`src/rtl/sbt_pkg.sv`:
```
// Shared types and constants for the source byte tokenizer.
// No dependencies; used by sbt_step, sbt_out_buf and source_byte_tokenizer_top.
package sbt_pkg;

    // Width of the internal line counter; result line fields have the same width
    localparam int LINE_BITS       = 24;
    localparam int TOKEN_LINE_BITS = 24;
    localparam int NAME_LEN_BITS   = 9;

    localparam logic [NAME_LEN_BITS-1:0] MAX_NAME_LEN_RESET = 9'd255;

    // Register map (byte addresses)
    localparam logic [2:0] ADDR_MAX_NAME_LEN = 3'd0;

    typedef logic [LINE_BITS-1:0]       line_t;
    typedef logic [TOKEN_LINE_BITS-1:0] tok_line_t;

    typedef enum logic [3:0] {
        KIND_BAD_CHAR   = 4'd0,
        KIND_EOF        = 4'd1,
        KIND_SEMICOLON  = 4'd2,
        KIND_COMMA      = 4'd3,
        KIND_OPEN       = 4'd4,
        KIND_CLOSE      = 4'd5,
        KIND_NAME_CHAR  = 4'd6,
        KIND_NAME_END   = 4'd7,
        KIND_STR_CHAR   = 4'd8,
        KIND_STR_END    = 4'd9,
        KIND_NAME_LONG  = 4'd10
    } token_kind_t;

    typedef struct packed {
        token_kind_t kind;
        logic [7:0]  ch;
        tok_line_t   line;
    } sbt_token_t;

    // Up to two tokens produced by one input word
    typedef struct packed {
        logic [1:0] count;
        sbt_token_t first;
        sbt_token_t second;
    } sbt_step_out_t;

endpackage

```
`src/rtl/source_byte_tokenizer_top.sv`:
```
// Source byte tokenizer top level: stream ports, config register, lexer and result buffer.
// Depends on sbt_pkg, sbt_step and sbt_out_buf.
//
//  channel   | dir | handshake          | content
//  ----------+-----+--------------------+------------------------------------------
//  s_ (byte) | in  | s_tvalid/s_tready  | tdata: source byte; tuser: end mark
//  m_ (token)| out | m_tvalid/m_tready  | tuser: kind; tdata: char, line; tlast
//  apb       | in  | psel/penable       | max_name_length at address 0
//
// Each accepted word is lexed in the cycle it is accepted; its tokens appear on m_
// from the next cycle. A word giving two tokens holds off the next word until the second
// of them leaves through the single output port of the two-slot result register.
// Reset (aresetn low at a clock edge) returns the lexer to idle with line zero and the
// name limit to 255. A stalled m_ side holds the tokens and s_tready drops once a
// second word would not fit.
module source_byte_tokenizer_top (
    input  logic        aclk,
    input  logic        aresetn,
    // byte stream
    input  logic        s_tvalid,
    output logic        s_tready,
    input  logic [7:0]  s_tdata,   // [7:0] source_byte
    input  logic [0:0]  s_tuser,   // [0] end_of_input
    // token stream
    output logic        m_tvalid,
    input  logic        m_tready,
    output logic [31:0] m_tdata,   // [7:0] char_value, [31:8] token_line
    output logic [3:0]  m_tuser,   // [3:0] token_kind
    output logic        m_tlast,   // last_of_run
    // configuration
    input  logic        psel,
    input  logic        penable,
    input  logic        pwrite,
    input  logic [2:0]  paddr,
    input  logic [31:0] pwdata,
    output logic [31:0] prdata,
    output logic        pready
);

    logic [8:0]             max_len_reg;
    logic                   accept;
    logic                   can_load;
    sbt_pkg::sbt_step_out_t step_out;
    sbt_pkg::sbt_token_t    head_tok;
    logic                   head_last;
    logic                   reg_sel;

    assign pready  = 1'b1;
    assign reg_sel = paddr[2] == sbt_pkg::ADDR_MAX_NAME_LEN[2];

    // Config register
    always_ff @(posedge aclk) begin
        if (!aresetn) begin
            max_len_reg <= sbt_pkg::MAX_NAME_LEN_RESET;
        end else if (psel && penable && pwrite && pready && reg_sel) begin
            max_len_reg <= pwdata[8:0];
        end
    end

    assign prdata = reg_sel ? {23'd0, max_len_reg} : 32'd0;

    assign s_tready = can_load;
    assign accept   = s_tvalid && s_tready;

    sbt_step u_step (
        .aclk            (aclk),
        .aresetn         (aresetn),
        .accept          (accept),
        .source_byte     (s_tdata),
        .end_of_input    (s_tuser[0]),
        .max_name_length (max_len_reg),
        .step_out        (step_out)
    );

    sbt_out_buf u_out_buf (
        .aclk      (aclk),
        .aresetn   (aresetn),
        .load      (accept),
        .step_out  (step_out),
        .m_tready  (m_tready),
        .m_tvalid  (m_tvalid),
        .head_tok  (head_tok),
        .head_last (head_last),
        .can_load  (can_load)
    );

    assign m_tuser = head_tok.kind;
    assign m_tdata = {head_tok.line, head_tok.ch};
    assign m_tlast = head_last;

endmodule

```
`src/rtl/sbt_step.sv`:
```
// Lexer state and the combinational step that turns one input word into tokens.
// Depends on sbt_pkg.
module sbt_step (
    input  logic                  aclk,
    input  logic                  aresetn,
    input  logic                  accept,
    input  logic [7:0]            source_byte,
    input  logic                  end_of_input,
    input  logic [8:0]            max_name_length,
    output sbt_pkg::sbt_step_out_t step_out
);

    typedef enum logic [2:0] {
        MODE_IDLE = 3'd0,
        MODE_NAME = 3'd1,
        MODE_STR  = 3'd2,
        MODE_ESC  = 3'd3,
        MODE_HALT = 3'd4
    } mode_t;

    localparam logic [7:0] CH_TAB    = 8'h09;
    localparam logic [7:0] CH_LF     = 8'h0A;
    localparam logic [7:0] CH_CR     = 8'h0D;
    localparam logic [7:0] CH_SPACE  = 8'h20;
    localparam logic [7:0] CH_QUOTE  = 8'h22;
    localparam logic [7:0] CH_OPEN   = 8'h28;
    localparam logic [7:0] CH_CLOSE  = 8'h29;
    localparam logic [7:0] CH_COMMA  = 8'h2C;
    localparam logic [7:0] CH_SEMI   = 8'h3B;
    localparam logic [7:0] CH_BSLASH = 8'h5C;
    localparam logic [7:0] CH_UNDER  = 8'h5F;

    function automatic logic is_alpha(input logic [7:0] c);
        return (c >= 8'h41 && c <= 8'h5A) || (c >= 8'h61 && c <= 8'h7A) || c == CH_UNDER;
    endfunction

    function automatic logic is_namechar(input logic [7:0] c);
        return is_alpha(c) || (c >= 8'h30 && c <= 8'h39);
    endfunction

    function automatic logic [7:0] unescape(input logic [7:0] c);
        logic [7:0] r;
        case (c)
            8'h74:   r = 8'h09;   // t
            8'h6E:   r = 8'h0A;   // n
            8'h76:   r = 8'h0B;   // v
            8'h66:   r = 8'h0C;   // f
            8'h72:   r = 8'h0D;   // r
            default: r = c;
        endcase
        return r;
    endfunction

    // Saturating newline count
    function automatic sbt_pkg::line_t line_inc(input sbt_pkg::line_t ln, input logic [7:0] c);
        sbt_pkg::line_t r;
        r = ln;
        if (c == CH_LF && !(&ln)) begin
            r = ln + sbt_pkg::line_t'(1);
        end
        return r;
    endfunction

    mode_t                     mode_reg, mode_next;
    sbt_pkg::line_t            line_reg, line_next;
    sbt_pkg::line_t            start_reg, start_next;
    logic [8:0]                nlen_reg, nlen_next;

    sbt_pkg::tok_line_t        cur_line, name_line;

    // Between-tokens handling of the byte
    logic                      idle_emit;
    sbt_pkg::sbt_token_t       idle_tok;
    mode_t                     idle_mode;
    sbt_pkg::line_t            idle_line, idle_start;
    logic [8:0]                idle_nlen;

    assign cur_line  = sbt_pkg::tok_line_t'(line_reg);
    assign name_line = sbt_pkg::tok_line_t'(start_reg);

    always_comb begin
        idle_emit  = 1'b0;
        idle_tok   = '{kind: sbt_pkg::KIND_BAD_CHAR, ch: source_byte, line: cur_line};
        idle_mode  = MODE_IDLE;
        idle_line  = line_reg;
        idle_start = start_reg;
        idle_nlen  = nlen_reg;
        if (source_byte == CH_SPACE || (source_byte >= CH_TAB && source_byte <= CH_CR)) begin
            idle_line = line_inc(line_reg, source_byte);
        end else begin
            case (source_byte)
                CH_SEMI: begin
                    idle_emit = 1'b1;
                    idle_tok  = '{kind: sbt_pkg::KIND_SEMICOLON, ch: 8'd0, line: cur_line};
                end
                CH_COMMA: begin
                    idle_emit = 1'b1;
                    idle_tok  = '{kind: sbt_pkg::KIND_COMMA, ch: 8'd0, line: cur_line};
                end
                CH_OPEN: begin
                    idle_emit = 1'b1;
                    idle_tok  = '{kind: sbt_pkg::KIND_OPEN, ch: 8'd0, line: cur_line};
                end
                CH_CLOSE: begin
                    idle_emit = 1'b1;
                    idle_tok  = '{kind: sbt_pkg::KIND_CLOSE, ch: 8'd0, line: cur_line};
                end
                default: begin
                    if (is_alpha(source_byte)) begin
                        // first name char; a zero limit rejects it at once
                        idle_emit  = 1'b1;
                        idle_start = line_reg;
                        if (max_name_length == 9'd0) begin
                            idle_mode = MODE_HALT;
                            idle_nlen = 9'd0;
                            idle_tok  = '{kind: sbt_pkg::KIND_NAME_LONG, ch: source_byte,
                                          line: cur_line};
                        end else begin
                            idle_mode = MODE_NAME;
                            idle_nlen = 9'd1;
                            idle_tok  = '{kind: sbt_pkg::KIND_NAME_CHAR, ch: source_byte,
                                          line: cur_line};
                        end
                    end else if (source_byte == CH_QUOTE) begin
                        idle_mode  = MODE_STR;
                        idle_start = line_reg;
                    end else begin
                        idle_emit = 1'b1;
                    end
                end
            endcase
        end
    end

    // Main step, per mode
    always_comb begin
        mode_next  = mode_reg;
        line_next  = line_reg;
        start_next = start_reg;
        nlen_next  = nlen_reg;
        step_out   = '0;
        if (mode_reg == MODE_HALT) begin
            step_out.count = 2'd0;
        end else if (end_of_input) begin
            mode_next = MODE_IDLE;
            if (mode_reg == MODE_NAME || mode_reg == MODE_STR || mode_reg == MODE_ESC) begin
                step_out.count       = 2'd2;
                step_out.first.kind  = (mode_reg == MODE_NAME) ? sbt_pkg::KIND_NAME_END
                                                               : sbt_pkg::KIND_STR_END;
                step_out.first.line  = name_line;
                step_out.second.kind = sbt_pkg::KIND_EOF;
                step_out.second.line = cur_line;
            end else begin
                step_out.count      = 2'd1;
                step_out.first.kind = sbt_pkg::KIND_EOF;
                step_out.first.line = cur_line;
            end
        end else begin
            unique case (mode_reg)
                MODE_NAME: begin
                    if (is_namechar(source_byte)) begin
                        step_out.count      = 2'd1;
                        step_out.first.ch   = source_byte;
                        step_out.first.line = name_line;
                        if (nlen_reg >= max_name_length) begin
                            step_out.first.kind = sbt_pkg::KIND_NAME_LONG;
                            mode_next           = MODE_HALT;
                        end else begin
                            step_out.first.kind = sbt_pkg::KIND_NAME_CHAR;
                            nlen_next           = nlen_reg + 9'd1;
                        end
                    end else begin
                        // name ends, then the byte is lexed from idle
                        step_out.count      = idle_emit ? 2'd2 : 2'd1;
                        step_out.first.kind = sbt_pkg::KIND_NAME_END;
                        step_out.first.line = name_line;
                        step_out.second     = idle_tok;
                        mode_next           = idle_mode;
                        line_next           = idle_line;
                        start_next          = idle_start;
                        nlen_next           = idle_nlen;
                    end
                end
                MODE_STR: begin
                    line_next = line_inc(line_reg, source_byte);
                    if (source_byte == CH_QUOTE) begin
                        step_out.count      = 2'd1;
                        step_out.first.kind = sbt_pkg::KIND_STR_END;
                        step_out.first.line = name_line;
                        mode_next           = MODE_IDLE;
                    end else if (source_byte == CH_BSLASH) begin
                        mode_next = MODE_ESC;
                    end else begin
                        step_out.count      = 2'd1;
                        step_out.first.kind = sbt_pkg::KIND_STR_CHAR;
                        step_out.first.ch   = source_byte;
                        step_out.first.line = name_line;
                    end
                end
                MODE_ESC: begin
                    line_next           = line_inc(line_reg, source_byte);
                    step_out.count      = 2'd1;
                    step_out.first.kind = sbt_pkg::KIND_STR_CHAR;
                    step_out.first.ch   = unescape(source_byte);
                    step_out.first.line = name_line;
                    mode_next           = MODE_STR;
                end
                default: begin
                    step_out.count = idle_emit ? 2'd1 : 2'd0;
                    step_out.first = idle_tok;
                    mode_next      = idle_mode;
                    line_next      = idle_line;
                    start_next     = idle_start;
                    nlen_next      = idle_nlen;
                end
            endcase
        end
    end

    // Lexer state advances only on an accepted word
    always_ff @(posedge aclk) begin
        if (!aresetn) begin
            mode_reg  <= MODE_IDLE;
            line_reg  <= '0;
            start_reg <= '0;
            nlen_reg  <= '0;
        end else if (accept) begin
            mode_reg  <= mode_next;
            line_reg  <= line_next;
            start_reg <= start_next;
            nlen_reg  <= nlen_next;
        end
    end

    // Halt is sticky until reset
    assert property (@(posedge aclk) disable iff (!aresetn)
        mode_reg == MODE_HALT |=> mode_reg == MODE_HALT)
        else $error("sbt_step: left halt without reset");

    // A halted lexer produces nothing
    assert property (@(posedge aclk) disable iff (!aresetn)
        mode_reg == MODE_HALT |-> step_out.count == 2'd0)
        else $error("sbt_step: tokens while halted");

    // Name length stays within nine bits (at most 511) while collecting a name
    assert property (@(posedge aclk) disable iff (!aresetn)
        accept && mode_reg == MODE_NAME && mode_next == MODE_NAME |-> nlen_next <= 9'd511)
        else $error("sbt_step: name length overflow");

    // End mark always yields at least the eof token unless halted
    assert property (@(posedge aclk) disable iff (!aresetn)
        end_of_input && mode_reg != MODE_HALT |-> step_out.count != 2'd0)
        else $error("sbt_step: end mark without eof");

endmodule

```
`src/rtl/sbt_out_buf.sv`:
```
// Two-slot result register: holds the tokens of one input word and drains them.
// Depends on sbt_pkg.
module sbt_out_buf (
    input  logic                   aclk,
    input  logic                   aresetn,
    input  logic                   load,
    input  sbt_pkg::sbt_step_out_t step_out,
    input  logic                   m_tready,
    output logic                   m_tvalid,
    output sbt_pkg::sbt_token_t    head_tok,
    output logic                   head_last,
    output logic                   can_load
);

    logic [1:0]          cnt_reg, cnt_next;
    sbt_pkg::sbt_token_t slot0_reg, slot1_reg;
    logic                last0_reg;
    logic                pop;

    assign m_tvalid  = cnt_reg != 2'd0;
    assign head_tok  = slot0_reg;
    assign head_last = last0_reg;
    assign pop       = m_tvalid && m_tready;
    // take a new word when the last held word leaves this cycle or nothing is held
    assign can_load  = cnt_reg == 2'd0 || (cnt_reg == 2'd1 && m_tready);

    always_comb begin
        cnt_next = cnt_reg;
        if (load) begin
            cnt_next = step_out.count;
        end else if (pop) begin
            cnt_next = cnt_reg - 2'd1;
        end
    end

    always_ff @(posedge aclk) begin
        if (!aresetn) begin
            cnt_reg <= 2'd0;
        end else begin
            cnt_reg <= cnt_next;
        end
    end

    // Payload slots, no reset
    always_ff @(posedge aclk) begin
        if (load) begin
            slot0_reg <= step_out.first;
            last0_reg <= step_out.count == 2'd1;
            slot1_reg <= step_out.second;
        end else if (pop && cnt_reg == 2'd2) begin
            slot0_reg <= slot1_reg;
            last0_reg <= 1'b1;
        end
    end

    assert property (@(posedge aclk) disable iff (!aresetn)
        cnt_reg != 2'd3)
        else $error("sbt_out_buf: slot count out of range");

    // Head is last exactly when it is the only word held
    assert property (@(posedge aclk) disable iff (!aresetn)
        m_tvalid |-> (head_last == (cnt_reg == 2'd1)))
        else $error("sbt_out_buf: last flag mismatch");

    // Never overwrite undelivered words
    assert property (@(posedge aclk) disable iff (!aresetn)
        load |-> cnt_reg == 2'd0 || (cnt_reg == 2'd1 && pop))
        else $error("sbt_out_buf: load over pending words");

endmodule

```
`config.mk`:
```
export PLATFORM = sky130hd
export DESIGN_NAME = source_byte_tokenizer_top
export DESIGN_NICKNAME = d
export VERILOG_FILES = /design/src/rtl/sbt_pkg.sv /design/src/rtl/source_byte_tokenizer_top.sv /design/src/rtl/sbt_step.sv /design/src/rtl/sbt_out_buf.sv
export SDC_FILE = /design/constraint.sdc
export NUM_CORES = 1
export LEC_CHECK = 0
export BUFFER_PORTS_ARGS = -buffer_cell sky130_fd_sc_hd__buf_2
export CAP_MARGIN = 20
export CORE_ASPECT_RATIO = 0.7
export CORE_UTILIZATION = 62
export CTS_BUF_LIST = sky130_fd_sc_hd__clkbuf_8
export CTS_CLUSTER_SIZE = 30
export DETAILED_ROUTE_END_ITERATION = 10
export GPL_TIMING_DRIVEN = 0
export PLACE_DENSITY = 0.84
export SKIP_LAST_GASP = 1
export SLEW_MARGIN = 20
export SYNTH_ARGS = -nofsm -noshare
export SYNTH_HDL_FRONTEND = slang
export SYNTH_SLANG_ARGS = --single-unit
```
`constraint.sdc`:
```
create_clock -name aclk -period 6.1 [get_ports aclk]
set_clock_uncertainty 0.05 [all_clocks]
set_input_delay 0.61 -clock aclk [delete_from_list [all_inputs] [get_ports aclk]]
set_output_delay 0.61 -clock aclk [all_outputs]
set_load 0.01 [all_outputs]
```
# == Word level (Yosys, flattened, before mapping) ==
# Index checks and enable logic that the tools add are counted.
# word_totals
register_bits,144
out_inout_bits,72
inputBits,51
# classes
n_eq_ne,25
n_lt_le_gt_ge,9
reduce_logical,33
bitwise_logic,5
n_addsub,3
mux,69
# op_table
op,count
$mux W24,12
$mux W36,7
$pmux W36 S4,1
$pmux W38 S3,1
$pmux W24 S2,2
$mux W72,1
$eq A8 B7 Y1 const B,7
$mux W9,6
$eq A8 B6 Y1 const B,6
$pmux W8 S5,1
$mux W38,1
$mux W37,1
$mux W8,4
$mux W28,1
$mux W3,9
$add A24 B1 Y24 const B,1
$mux W6,4
$reduce_and A24 Y1,1
$pmux W9 S2,1
$ge A8 B7 Y1 const B,2
$le A8 B7 Y1 const B,2
$logic_and A1 B1 Y1,12
$mux W2,5
$reduce_and A5 Y1,2
other kinds (29),54

# == Logic depth before layout (Yosys ltp) ==
# Gate-level depths: netlist of the first run.
# depth
word_depth,14
mapped_depth,10
depth_no_buf,9

# == By module ==
# A second synthesis of the first run with hierarchy kept.
# unflattened
cells_unflattened,810
hier_area_um2,7920.1
# by_module_without_submodules
module,area_per_inst_um2,cells_per_inst,n_inst
sbt_step,4410.5,599,1
sbt_out_buf,2834.0,136,1
source_byte_tokenizer_top,675.6,75,1

# == Worst setup path before layout of the first run ==
# No wires, ideal clock.
# synth_path
path_type,register to register
from,register u_out_buf.cnt_reg[0]
to,register u_step.mode_reg[2]
slack_ps,3148
arrival_ps,2780
required_ps,5928
setup_ps,122
stages_incl_launch_ff,9
path_cell_list,dfxtp_1 > inv_1 > ha_1 > a21o_1 > nand2_1 > clkbuf_1 > clkinv_1 > a221o_1 > o311a_1
# synth_between
elab_chain_cells,5
elab_cells_between_ends,6
classes_between,eq/ne: 1; reduce/logical: 5
# synth_rtl
element,line_no,source
start: declaration,sbt_out_buf.sv:15,"logic [1:0] cnt_reg, cnt_next;"
start signal: assignment,sbt_out_buf.sv:40,cnt_reg <= cnt_next;
$eq A2 B1 Y1,sbt_out_buf.sv:25,assign can_load = cnt_reg == 2'd0 || (cnt_reg == 2'd1 && m_tready);
$logic_and A1 B1 Y1,sbt_out_buf.sv:25,
$logic_or A1 B1 Y1 (*),sbt_out_buf.sv:25,
named net s_tready,source_byte_tokenizer_top.sv:21,"output logic s_tready,"
$logic_and A1 B1 Y1 (*),source_byte_tokenizer_top.sv:63,assign accept = s_tvalid && s_tready;
named net accept,source_byte_tokenizer_top.sv:41,logic accept;
$reduce_and A4 Y1 (no line) (*),--,
end signal: assignment,sbt_step.sv:228,mode_reg <= mode_next;
end: declaration,sbt_step.sv:64,"mode_t mode_reg, mode_next;"
# The timed path passes the listed nets; every way through them passes the cells marked *.
# A chain may end at the register's enable or synchronous reset.

# == Final worst setup path of the first run ==
# layout_path
from,input s_tdata[7]
to,"register u_step.start_reg[16], in the netlist u_step.name_line[16]"
# layout_between
elab_chain_cells,9
elab_cells_between_ends,32
classes_between,order compare: 8; eq/ne: 8; mux: 6; reduce/logical: 10
# layout_rtl
element,line_no,source
start: declaration,source_byte_tokenizer_top.sv:22,"input logic [7:0] s_tdata,"
$ge A8 B7 Y1 or $le A8 B7 Y1 (tied branches),sbt_step.sv:34,return (c >= 8'h41 && c <= 8'h5A) || (c >= 8'h61 && c <= 8'h7A) || c == CH_UNDER;
$logic_and A1 B1 Y1,sbt_step.sv:34,
$logic_or A1 B1 Y1 (2 in a row),sbt_step.sv:34,
$mux W24,sbt_step.sv:109,if (is_alpha(source_byte)) begin
$mux W24,sbt_step.sv:91,case (source_byte)
$mux W24,sbt_step.sv:88,if (source_byte == CH_SPACE || (source_byte >= CH_TAB && source_byte <= CH_CR)) begin
$mux W24,sbt_step.sv:161,if (is_namechar(source_byte)) begin
$pmux W24 S2,sbt_step.sv:159,unique case (mode_reg)
end signal: assignment,sbt_step.sv:230,start_reg <= start_next;
end: declaration,sbt_step.sv:66,"sbt_pkg::line_t start_reg, start_next;"
# Parallel ways exist; a longest one is shown, timed or not. The select of a mux whose other input is x is not followed.

==> reports/results.tsv, run 1 <==
stage	metric	value	unit
clocking	CTS Buf Count	17	
route	post-route ant nets	0	
route	Residual DRC	0	
sta	final number of max-transition violations	0	
synthesis	YS warnings	0	
sta	Final min period	3060	ps
global_routing	GRT Total Usage	32.7	%
setup_path	CP arrival	3370	ps
clocking	CTS Sinks	144	
pwr	Peak supply drop	162	uV
die	die extent in y	93.1	um
synthesis	post-synth top area share	29.8	%
global_routing	total grt overflow	0	
run_status	run status	complete, no violations	
min_path	Hold Crit Depth	3	
global_routing	pin count of the biggest net entering global routing	37	
setup_path	CP Capture Type	flop	
synthesis	ys flop type	edfxtp_1	
setup_path	crit-path max cell delay	480	ps
clocking	CTS tree	done	
placed_design	PortBufs	70	
setup_path	Worst Reg2Reg Path Length in Cells	8	
min_path	Hold Path Class	primary input to flop	
clocking	H-tree level count	4	
clocking	Post CTS Setup Buffer Count	0	
clocking	CTS max path bufs	2	
finish	Area growth syn-to-layout	14.7	%
die	Initial Utilization	65.1	%
pwr	Pwr Density	285	nW/um^2
synthesis	Avg Synthesized Cell Area	9.31	sq um
placed_design	Final GP Congestion	0.899	
die	die width	132	um
route	DR WL/cell	18.4	um
route	Initial DRC Count	749	
synthesis	count leader, synth	nand2_1	
route	final WL	19.6	mm
clocking	clk_lat worst skew	460	ps
setup_path	top cell family by delay on the critical path	simple AND/OR/NAND/NOR gates	
setup_path	CP Cell Sequence	buf_2 -> nand2b_1 -> or3_1 -> nand3_1 -> nand2_1 -> o211ai_1 -> buf_2 -> clkbuf_1 -> nand3_1 -> o31ai_1	
route	Vias/cell	6.11	
setup_path	crit start category	primary input	
synthesis	Mapped Cells	790	
sta	crit share post-route	50.1	%
global_routing	antenna violations before repair	0	
sta	Slew @ Worst Pin	819	ps
setup_path	WP depth	10	
sta	RSZ-0062 raised after global routing	no	
route	DR vias	6539	
clocking	clk slew on worst S/H paths	90	ps
route	drt pass-1 iters	5	
placed_design	DP Wirelength	14.0	mm
die	Core Region	11300	sq um
synthesis	sequential area share after synthesis	49.1	%
sta	Fin Setup TNS	0	ps
synthesis	Synth Cell Area	7360	sq um
setup_path	worst path required time	6410	ps
synthesis	synth cell count leaders	100 x nand2_1, 73 x edfxtp_1, 71 x dfxtp_1, 63 x nor2_1, 63 x o21ai_0	
sta	Max-slew headroom	45.4	%
placed_design	Cells after DPL	1038	
setup_path	critical path type	primary input to flop	
synthesis	post-synthesis register bit count	144	
global_routing	first-pass GRT wire length	30.9	mm
die	IO Pins	123	
setup_path	CP max FO	10	
finish	n_diodes	0	
sta	Achievable Freq	327	MHz
synthesis	cell taking the most area after synthesis	edfxtp_1	
finish	share of layout cells above drive strength 1	15.8	%
die	Die Outline Area	12300	sq um
finish	final net count	969	
run	max cap viols	0	
clocking	Post-CTS Resized	0	
pwr	leakage power	3.19	nW
finish	non-filler cells, final	1070	
clocking	hold-fix buffer count after cts	0	
clocking	root buf cell	clkbuf_8	
synthesis	Yosys cell types	62	
setup_path	critical path's slowest cell	or3_1	
sta	final hold violations	0	
die	Cell Rows	32	
synthesis	Post-synth EDFFs	73	
sta	final setup violation count	0	
synthesis	top cells by area, synth	edfxtp_1 30%, dfxtp_1 19%, nand2_1 5.1%	
setup_path	worst path bufs/invs	3	
synthesis	FFs w/ async S/R, synth	0	%
global_routing	vias in the first global route	5946	
-- per-stage QoR --
| step | area (sq um) | setup WS (ps) | power (mW) | hold slack [ps] | utilization (%) |
|---|---|---|---|---|---|
| detailed placement | 8040 | 2720 | 1.62 | 401 | 71.2 |
| global placement | 7980 | 2020 | 1.59 | 393 | 70.7 |
| CTS | 8440 | 3110 | 2.40 | 308 | 74.7 |
| finish | 8440 | 3040 | 2.40 | 310 | 74.7 |
| floorplan | 7440 | 3150 | 1.44 | 386 | - |
| global route | 8440 | 2890 | 2.49 | 308 | 74.7 |
-- tightest hold or removal path: stages --
cell,delay [ps]
buf_2,70
nand2_1,40
nand3_1,70
-- power breakdown --
group / leakage [nW] / switching (mW) / total, mW / internal, mW
registers: 1.29 / 0.0293 / 1.18 / 1.15
clock network: 0.196 / 0.418 / 0.793 / 0.375
logic: 1.71 / 0.293 / 0.435 / 0.142
-- layout make-up --
type                    instances  area, sq um
flip-flops and latches        144         3610
multi-input cells             577         3390
fillers                       827         2850
repair buffers                 72          398
plain buffers                  71          362
clock buffers                  17          234
well taps                     153          191
clock inverters                15          170
inverters                      21         80.1
-- kinds of logic (layout without fill, tap and decap cells) --
family                     Yosys count  in the layout  share of synthesized area, %
buffers and inverters               92            196                          5.99
xor gates and xnor gates            16             16                          1.91
adders and majority gates           15             15                          2.52
other                                2             25                         0.102
DFF                                144            144                          49.1
muxes                               30             30                          4.08
and+or+nand+nor                    337            337                          23.0
AOI/OAI and AO/OA                  154            154                          13.3
-- path summary, 6_finish.rpt --
check / startpoint / to / slack (ps)
setup / recovery: s_tdata[7] / u_step.name_line[16]$_SDFFE_PN0P_ / 3040
hold / removal: pwdata[0] / max_len_reg[0]$_SDFFE_PN1P_ / 310
setup reg to reg: u_out_buf.cnt_reg[0]$_SDFFE_PN0P_ / u_out_buf.head_tok[3]$_DFFE_PP_ / 3080
hold reg to reg: u_step.name_line[0]$_SDFFE_PN0P_ / u_step.name_line[0]$_SDFFE_PN0P_ / 410
-- layer usage --
| layer | part of all wire (%) | global-route usage, % | up-vias |
|---|---|---|---|
| met1 | 45 | 47.6 | 3132 |
| li1 | - | - | 3019 |
| met4 | 1.6 | 10.2 | 0 |
| met5 | 0 | 0 | - |
| met3 | 9.2 | 4.93 | 39 |
| met2 | 44 | 50.6 | 349 |
-- cell usage in the layout, fill, tap and decap left out, drive strengths merged, types with 4 or more instances in the layout --
master / instances
and3: 13
nand4b: 4
nor4: 7
edfxtp: 73
nand2: 100
conb: 25
xnor2: 10
a31oi: 4
clkbuf: 54
buf: 106
nand3: 44
o41ai: 4
and4: 6
or3: 8
nand4: 12
or4: 6
o21ai: 71
nor2: 64
mux2i: 30
o211ai: 10
nand2b: 11
and2: 32
nor3: 13
inv: 28
nor2b: 10
ha: 14
a21oi: 20
o21a: 4
xor2: 6
o31ai: 13
dfxtp: 71
or2: 5
Power figures use the tool's default switching activity.
==> inputs of run 2 (changes only) <==
--- a/config.mk
+++ b/config.mk
@@ -5,15 +5,16 @@
 export SDC_FILE = /design/constraint.sdc
 export NUM_CORES = 1
 export LEC_CHECK = 0
+export ABC_AREA = 1
 export BUFFER_PORTS_ARGS = -buffer_cell sky130_fd_sc_hd__buf_2
 export CAP_MARGIN = 20
 export CORE_ASPECT_RATIO = 0.7
-export CORE_UTILIZATION = 62
+export CORE_UTILIZATION = 59
 export CTS_BUF_LIST = sky130_fd_sc_hd__clkbuf_8
 export CTS_CLUSTER_SIZE = 30
 export DETAILED_ROUTE_END_ITERATION = 10
 export GPL_TIMING_DRIVEN = 0
-export PLACE_DENSITY = 0.84
+export PLACE_DENSITY = 0.8
 export SKIP_LAST_GASP = 1
 export SLEW_MARGIN = 20
 export SYNTH_ARGS = -nofsm -noshare
==> constraint.sdc (replaced) <==
create_clock -name aclk -period 3.2 [get_ports aclk]
set_clock_uncertainty 0.05 [all_clocks]
set_input_delay 0.32 -clock aclk [delete_from_list [all_inputs] [get_ports aclk]]
set_output_delay 0.32 -clock aclk [all_outputs]
set_load 0.01 [all_outputs]
==> reports/results.tsv, run 2 <==
stage	metric	value	unit	change
run	max cap viols	0		unchanged
route	final WL	20.3	mm	+3.2%
sta	Achievable Freq	375	MHz	
global_routing	pin count of the biggest net entering global routing	30		-19%
die	Core Region	12700	sq um	+12%
sta	Final min period	2660	ps	
placed_design	pre-CTS WS	566	ps	-2160 ps
finish	Area growth syn-to-layout	13.8	%	
clocking	H-tree level count	4		unchanged
route	Initial DRC Count	670		-11%
global_routing	first-pass GRT wire length	32.6	mm	+5.4%
synthesis	sequential area share after synthesis	46.0	%	-3.1 points
synthesis	cell taking the most area after synthesis	edfxtp_1		
global_routing	total grt overflow	0		unchanged
placed_design	DP Area	8530	sq um	+6.2%
clocking	clk_lat worst skew	450	ps	about the same
setup_path	CP max FO	29		+19
setup_path	critical path type	flop to flop		
synthesis	ys flop type	edfxtp_1		
sta	final hold violations	0		unchanged
sta	Slew @ Worst Pin	669	ps	-150 ps
finish	final net count	1230		+27%
sta	Max-slew headroom	55.4	%	+10 points
finish	most used cells in the layout excluding fill and tap cells	277 x nand2_1, 123 x nor2_1, 118 x inv_1		
finish	final core utilization	70.4	%	-4.3 points
route	Residual DRC	0		unchanged
die	IO Pins	123		unchanged
clocking	CTS tree	done		
synthesis	post-synth top area share	27.9	%	-1.9 points
pwr	sequential share of power	50.5	%	+1.6 points
synthesis	top cells by area, synth	edfxtp_1 28%, dfxtp_1 18%, nand2_1 13%		
global_routing	GRT Total Usage	30.4	%	-2.3 points
min_path	Hold Path Class	primary input to flop		
synthesis	post-synthesis register bit count	144		unchanged
sta	crit share post-route	83.2	%	
synthesis	FFs w/ async S/R, synth	0	%	unchanged
clocking	clk slew on worst S/H paths	80	ps	about the same
pwr	Switch Pwr	1.25	mW	+68%
synthesis	Yosys cell types	40		-35%
finish	n_diodes	0		unchanged
synthesis	synth cell count leaders	277 x nand2_1, 124 x nor2_1, 118 x inv_1, 95 x o21ai_0, 73 x edfxtp_1		
clocking	hold-fix buffer count after cts	0		unchanged
die	Initial Utilization	61.9	%	-3.2 points
finish	commonest non-fill, non-tap cell in the layout	nand2_1		
die	Cell Rows	34		+6.3%
synthesis	YS warnings	0		unchanged
sta	final number of max-transition violations	0		unchanged
die	die width	140	um	+5.8%
die	Die Outline Area	13800	sq um	+12%
pwr	Clk pwr share	34.2	%	+1.2 points
pwr	Comb power frac	15.3	%	-2.8 points
finish	share of layout cells above drive strength 1	13.9	%	-1.9 points
synthesis	count leader, synth	nand2_1		
clocking	Post-CTS Resized	0		unchanged
pwr	Int Pwr	3.02	mW	+81%
route	Vias/cell	5.45		-11%
setup_path	crit start category	flop		
sta	WHS	39.8	ps	-270 ps
run_status	run status	complete, no violations		
global_routing	antenna violations before repair	0		unchanged
route	post-route ant nets	0		unchanged
clocking	Post CTS Setup Buffer Count	0		unchanged
die	die extent in y	98.5	um	+5.8%
clocking	CTS Sinks	144		unchanged
route	DR vias	7308		+12%
clocking	root buf cell	clkbuf_8		
pwr	Sw Share	29.2	%	-1.6 points
clocking	CTS Buf Count	17		unchanged
finish	post-route cell area	8930	sq um	+5.8%
placed_design	PortBufs	70		unchanged
finish	fill cell count	1101		+33%
route	DR WL/cell	15.1	um	-18%
setup_path	CP arrival	2760	ps	-610 ps
setup_path	CP Capture Type	flop		
sta	final worst slack	537	ps	-2510 ps
synthesis	Mapped Cells	1051		+33%
sta	RSZ-0062 raised after global routing	no		
synthesis	Avg Synthesized Cell Area	7.47	sq um	-20%
pwr	leakage power	3.86	nW	+21%
pwr	Pwr Density	478	nW/um^2	+68%
pwr	Peak supply drop	321	uV	+98%
setup_path	worst path required time	3290	ps	-3120 ps
clocking	CTS max path bufs	2		unchanged
route	drt pass-1 iters	5		unchanged
global_routing	vias in the first global route	6425		+8.1%
placed_design	DP Wirelength	15.3	mm	+9.1%
sta	final setup violation count	0		unchanged
placed_design	Final GP Congestion	0.992		+10%
synthesis	Synth Cell Area	7850	sq um	+6.7%
synthesis	Post-synth EDFFs	73		unchanged
## run 2: critical path, stage by stage (launching register included)
cell and delay [ps]:
dfxtp_1 340, inv_1 100, ha_1 160, inv_1 60, nand2_1 80, nand2_1 220
inv_2 360, buf_12 240, nor2_1 100, nor2_4 380, buf_12 250
## run 2: final timing paths
path | slack, ps | from | to | cells after the start
worst max-delay path | 540 | u_out_buf.cnt_reg[0]$_SDFFE_PN0P_ | u_out_buf.head_tok[19]$_DFFE_PP_ | 10
worst min-delay path | 40 | pwdata[5] | max_len_reg[5]$_SDFFE_PN1P_ | 3
worst max register to register | 540 | u_out_buf.cnt_reg[0]$_SDFFE_PN0P_ | u_out_buf.head_tok[19]$_DFFE_PP_ | 10
worst min register to register | 400 | u_step.name_line[12]$_SDFFE_PN0P_ | u_step.name_line[12]$_SDFFE_PN0P_ | 2
## run 2: area by class of cell
type	instances	area [sq um]	area share (%)
Tap cell	162	203	2.27
Clock buffer	17	234	2.62
Sequential cell	144	3610	40.5
Multi-Input combinational cell	741	3500	39.2
Buffer	62	350	3.92
Clock inverter	15	160	1.79
Inverter	127	477	5.34
Timing Repair Buffer	72	390	4.37
## run 2: kinds of logic (layout without fill, tap and decap cells)
kind of cell,Yosys count,after routing,share of synthesized area [%]
simple gates,499,499,26.5
buf+inv,189,293,10.5
compound gates,188,188,12.9
flops,144,144,46.0
xor+xnor,15,15,1.67
fa+ha+maj,14,14,2.23
other cells,2,25,0.0957
## run 2: power groups by stage
stage                     clock [mW]  combinational (mW)  sequential (mW)
final                           1.46               0.653             2.15
after global routing            1.54               0.722             2.17
after CTS                       1.46               0.647             2.15
after detailed placement           0               0.641             2.19
after global placement             0               0.610             2.20
after floorplan                    0               0.370             2.23
## run 2: metrics by stage
step | std cells | power (mW) | setup TNS [ps]
final | 1340 | 4.26 | 0
after detailed placement | 1308 | 2.83 | 0
after global routing | 1340 | 4.43 | 0
after floorplan | 1074 | 2.60 | 0
after global placement | 1306 | 2.81 | -22300
after CTS | 1340 | 4.26 | 0
## run 2: layer usage
| layer | GRT usage [%] | wire [um] | share of wire, % | vias up |
|---|---|---|---|---|
| li1 | - | - | - | 3602 |
| met1 | 47.4 | 9880 | 49 | 3324 |
| met4 | 7.35 | 192 | 0.95 | 0 |
| met5 | 0 | 0 | 0 | - |
| met2 | 43.0 | 8160 | 40 | 361 |
| met3 | 5.69 | 2040 | 10 | 21 |
==> inputs of run 3 (changes only) <==
--- a/config.mk
+++ b/config.mk
@@ -5,7 +5,7 @@
 export SDC_FILE = /design/constraint.sdc
 export NUM_CORES = 1
 export LEC_CHECK = 0
-export ABC_AREA = 1
+export ABC_AREA = 0
 export BUFFER_PORTS_ARGS = -buffer_cell sky130_fd_sc_hd__buf_2
 export CAP_MARGIN = 20
 export CORE_ASPECT_RATIO = 0.7
==> constraint.sdc (replaced) <==
create_clock -name aclk -period 2.6 [get_ports aclk]
set_clock_uncertainty 0.05 [all_clocks]
set_input_delay 0.26 -clock aclk [delete_from_list [all_inputs] [get_ports aclk]]
set_output_delay 0.26 -clock aclk [all_outputs]
set_load 0.01 [all_outputs]
==> reports/results.tsv, run 3 (synthesis results as in run 1) <==
stage	metric	value	unit	change
clocking	clk slew on worst S/H paths	90	ps	about the same
setup_path	worst path bufs/invs	2		-3
route	DR WL/cell	17.9	um	+18%
global_routing	antenna violations before repair	0		unchanged
sta	Max-slew headroom	54.6	%	-0.80 points
run	max cap viols	0		unchanged
min_path	Hold Crit Depth	2		-1
finish	n_diodes	0		unchanged
clocking	CTS tree	done		
route	Residual DRC	0		unchanged
setup_path	RR Startpoint	max_len_reg[7]$_SDFFE_PN1P_		
die	IO Pins	123		unchanged
global_routing	first-pass GRT wire length	30.3	mm	-6.8%
clocking	CTS max path bufs	2		unchanged
sta	crit share post-route	97.8	%	+15 points
clocking	CTS Buf Count	17		unchanged
pwr	Peak supply drop	418	uV	+30%
setup_path	worst path required time	2900	ps	-390 ps
clocking	root buf cell	clkbuf_8		
sta	final setup violation count	0		unchanged
route	Initial DRC Count	581		-13%
finish	commonest non-fill, non-tap cell in the layout	nand2_1		
setup_path	crit-path max cell delay	370	ps	about the same
route	DR vias	6386		-13%
placed_design	Final GP Congestion	0.894		-10%
setup_path	crit start category	flop		
setup_path	CP Launch Point	max_len_reg[7]$_SDFFE_PN1P_		
finish	share of layout cells above drive strength 1	17.8	%	+3.9 points
placed_design	DP Wirelength	13.8	mm	-9.9%
sta	Achievable Freq	393	MHz	+4.7%
placed_design	DP Area	7990	sq um	-6.3%
route	Vias/cell	5.90		+8.2%
setup_path	Critical Path Most Common Cell	and3_1		
finish	most used cells in the layout excluding fill and tap cells	99 x nand2_1, 76 x buf_2, 73 x edfxtp_1		
pwr	leakage power	3.30	nW	-15%
global_routing	met3 Resource Use GR	5.64	%	-0.050 points
sta	Slew @ Worst Pin	681	ps	+12.0 ps
die	die width	135	um	-3.1%
finish	final net count	977		-21%
global_routing	pin count of the biggest net entering global routing	44		+47%
sta	final number of max-transition violations	0		unchanged
setup_path	CP arrival	2840	ps	+80 ps
die	Die Outline Area	12900	sq um	-6.2%
route	post-route ant nets	0		unchanged
setup_path	Worst Reg2Reg Path Length in Cells	10		unchanged
setup_path	CP Cell Sequence	inv_1 -> ha_1 -> and3_1 -> and3_1 -> a211oi_2 -> or2_4 -> buf_4 -> a21oi_1 -> o21ai_1 -> o311a_1		
die	Cell Rows	33		-2.9%
die	Initial Utilization	61.6	%	-0.26 points
setup_path	critical path endpoint	u_step.mode_reg[2]$_SDFFE_PN0P_		
clocking	CTS Sinks	144		unchanged
global_routing	GRT Total Usage	31.3	%	+0.97 points
global_routing	total grt overflow	0		unchanged
setup_path	CP max FO	4		-86%
setup_path	CP Capture Type	flop		
sta	Final min period	2540	ps	-120 ps
clocking	H-tree level count	4		unchanged
min_path	Hold Path Class	primary input to flop		
run_status	run status	complete, no violations		
route	drt pass-1 iters	6		+1
finish	post-route cell area	8580	sq um	-3.9%
global_routing	grt met1 use	45.3	%	-2.0 points
setup_path	WP depth	10		unchanged
setup_path	top cell family by delay on the critical path	compound AO/OA/AOI/OAI gates		
finish	Area growth syn-to-layout	16.6	%	
sta	Fin Setup TNS	0	ps	unchanged
global_routing	Most Used Layer, Global Route	met2		
setup_path	critical path type	flop to flop		
setup_path	Reg2Reg Setup Slack	60	ps	-480 ps
die	Core Region	11900	sq um	-5.9%
placed_design	PortBufs	70		unchanged
global_routing	met2 usage	47.9	%	+4.9 points
route	final WL	19.3	mm	-4.7%
sta	RSZ-0062 raised after global routing	yes		
setup_path	reg2reg end	u_step.mode_reg[2]$_SDFFE_PN0P_		
global_routing	vias in the first global route	5904		-8.1%
pwr	Pwr Density	643	nW/um^2	+35%
die	die extent in y	95.4	um	-3.1%
setup_path	critical path's slowest cell	o311a_1		
sta	final hold violations	0		unchanged
clocking	clk_lat worst skew	460	ps	about the same
-- run 3: changes by cell type in the layout (fill, tap and decap cells not counted), moves of 32 or more --
| cell | before | now |
|---|---|---|
| a21oi_1 | 68 | 20 |
| inv_1 | 118 | 20 |
| nand2_1 | 277 | 99 |
| nor2_1 | 123 | 63 |
| o21ai_0 | 95 | 63 |
-- run 3: timing repair --
item,in CTS,in global routing
setup buffers,2,1
hold endpoints to repair,9,0
pin swaps,3,4
endpoints found under the setup margin,117,67
resized for setup,12,21
hold buffers,9,0
-- run 3: power by group --
| group | switching [mW] | total (mW) | internal, mW |
|---|---|---|---|
| combinational | 0.678 | 1.00 | 0.325 |
| sequential | 0.0649 | 2.75 | 2.69 |
| clock | 0.977 | 1.76 | 0.787 |
| total | 1.72 | 5.52 | 3.80 |
-- run 3: cell type report --
class | count | area, sq um
Buffer | 69 | 372
Clock buffer | 17 | 234
Clock inverter | 15 | 148
Fill cell | 907 | 3350
Inverter | 21 | 91.3
Multi-Input combinational cell | 577 | 3460
Sequential cell | 144 | 3610
Tap cell | 157 | 196
Timing Repair Buffer | 82 | 463
-- run 3: through the flow --
step | std cells | setup slack, ps | util (%) | hold slack [ps] | total power, mW
floorplan | 813 | 156 | - | 334 | 3.38
global placement | 1040 | -458 | 67.0 | 394 | 3.73
detailed placement | 1040 | -615 | 67.0 | 411 | 3.76
CTS | 1083 | 10.9 | 71.4 | 76.9 | 5.51
global route | 1082 | -74.0 | 71.9 | 97.5 | 5.74
finish | 1082 | 56.7 | 71.9 | 87.5 | 5.52
-- run 3: worst min path at each step --
stage | to | from
finish | u_out_buf.slot1_reg[31]$_SDFFCE_PP0P_ | s_tdata[7]
floorplan | max_len_reg[0]$_SDFFE_PN1P_ | pwdata[0]
global route | u_out_buf.slot1_reg[31]$_SDFFCE_PP0P_ | s_tdata[7]
global placement | u_step.name_line[0]$_SDFFE_PN0P_ | u_step.name_line[0]$_SDFFE_PN0P_
detailed placement | u_step.name_line[22]$_SDFFE_PN0P_ | u_step.name_line[22]$_SDFFE_PN0P_
CTS | u_out_buf.slot1_reg[31]$_SDFFCE_PP0P_ | s_tdata[7]
-- run 3: per-layer routing --
metal	share of wire (%)	routed length [um]
met1	46	8980
met2	44	8500
met3	8.5	1640
met4	1.1	208
met5	0	0
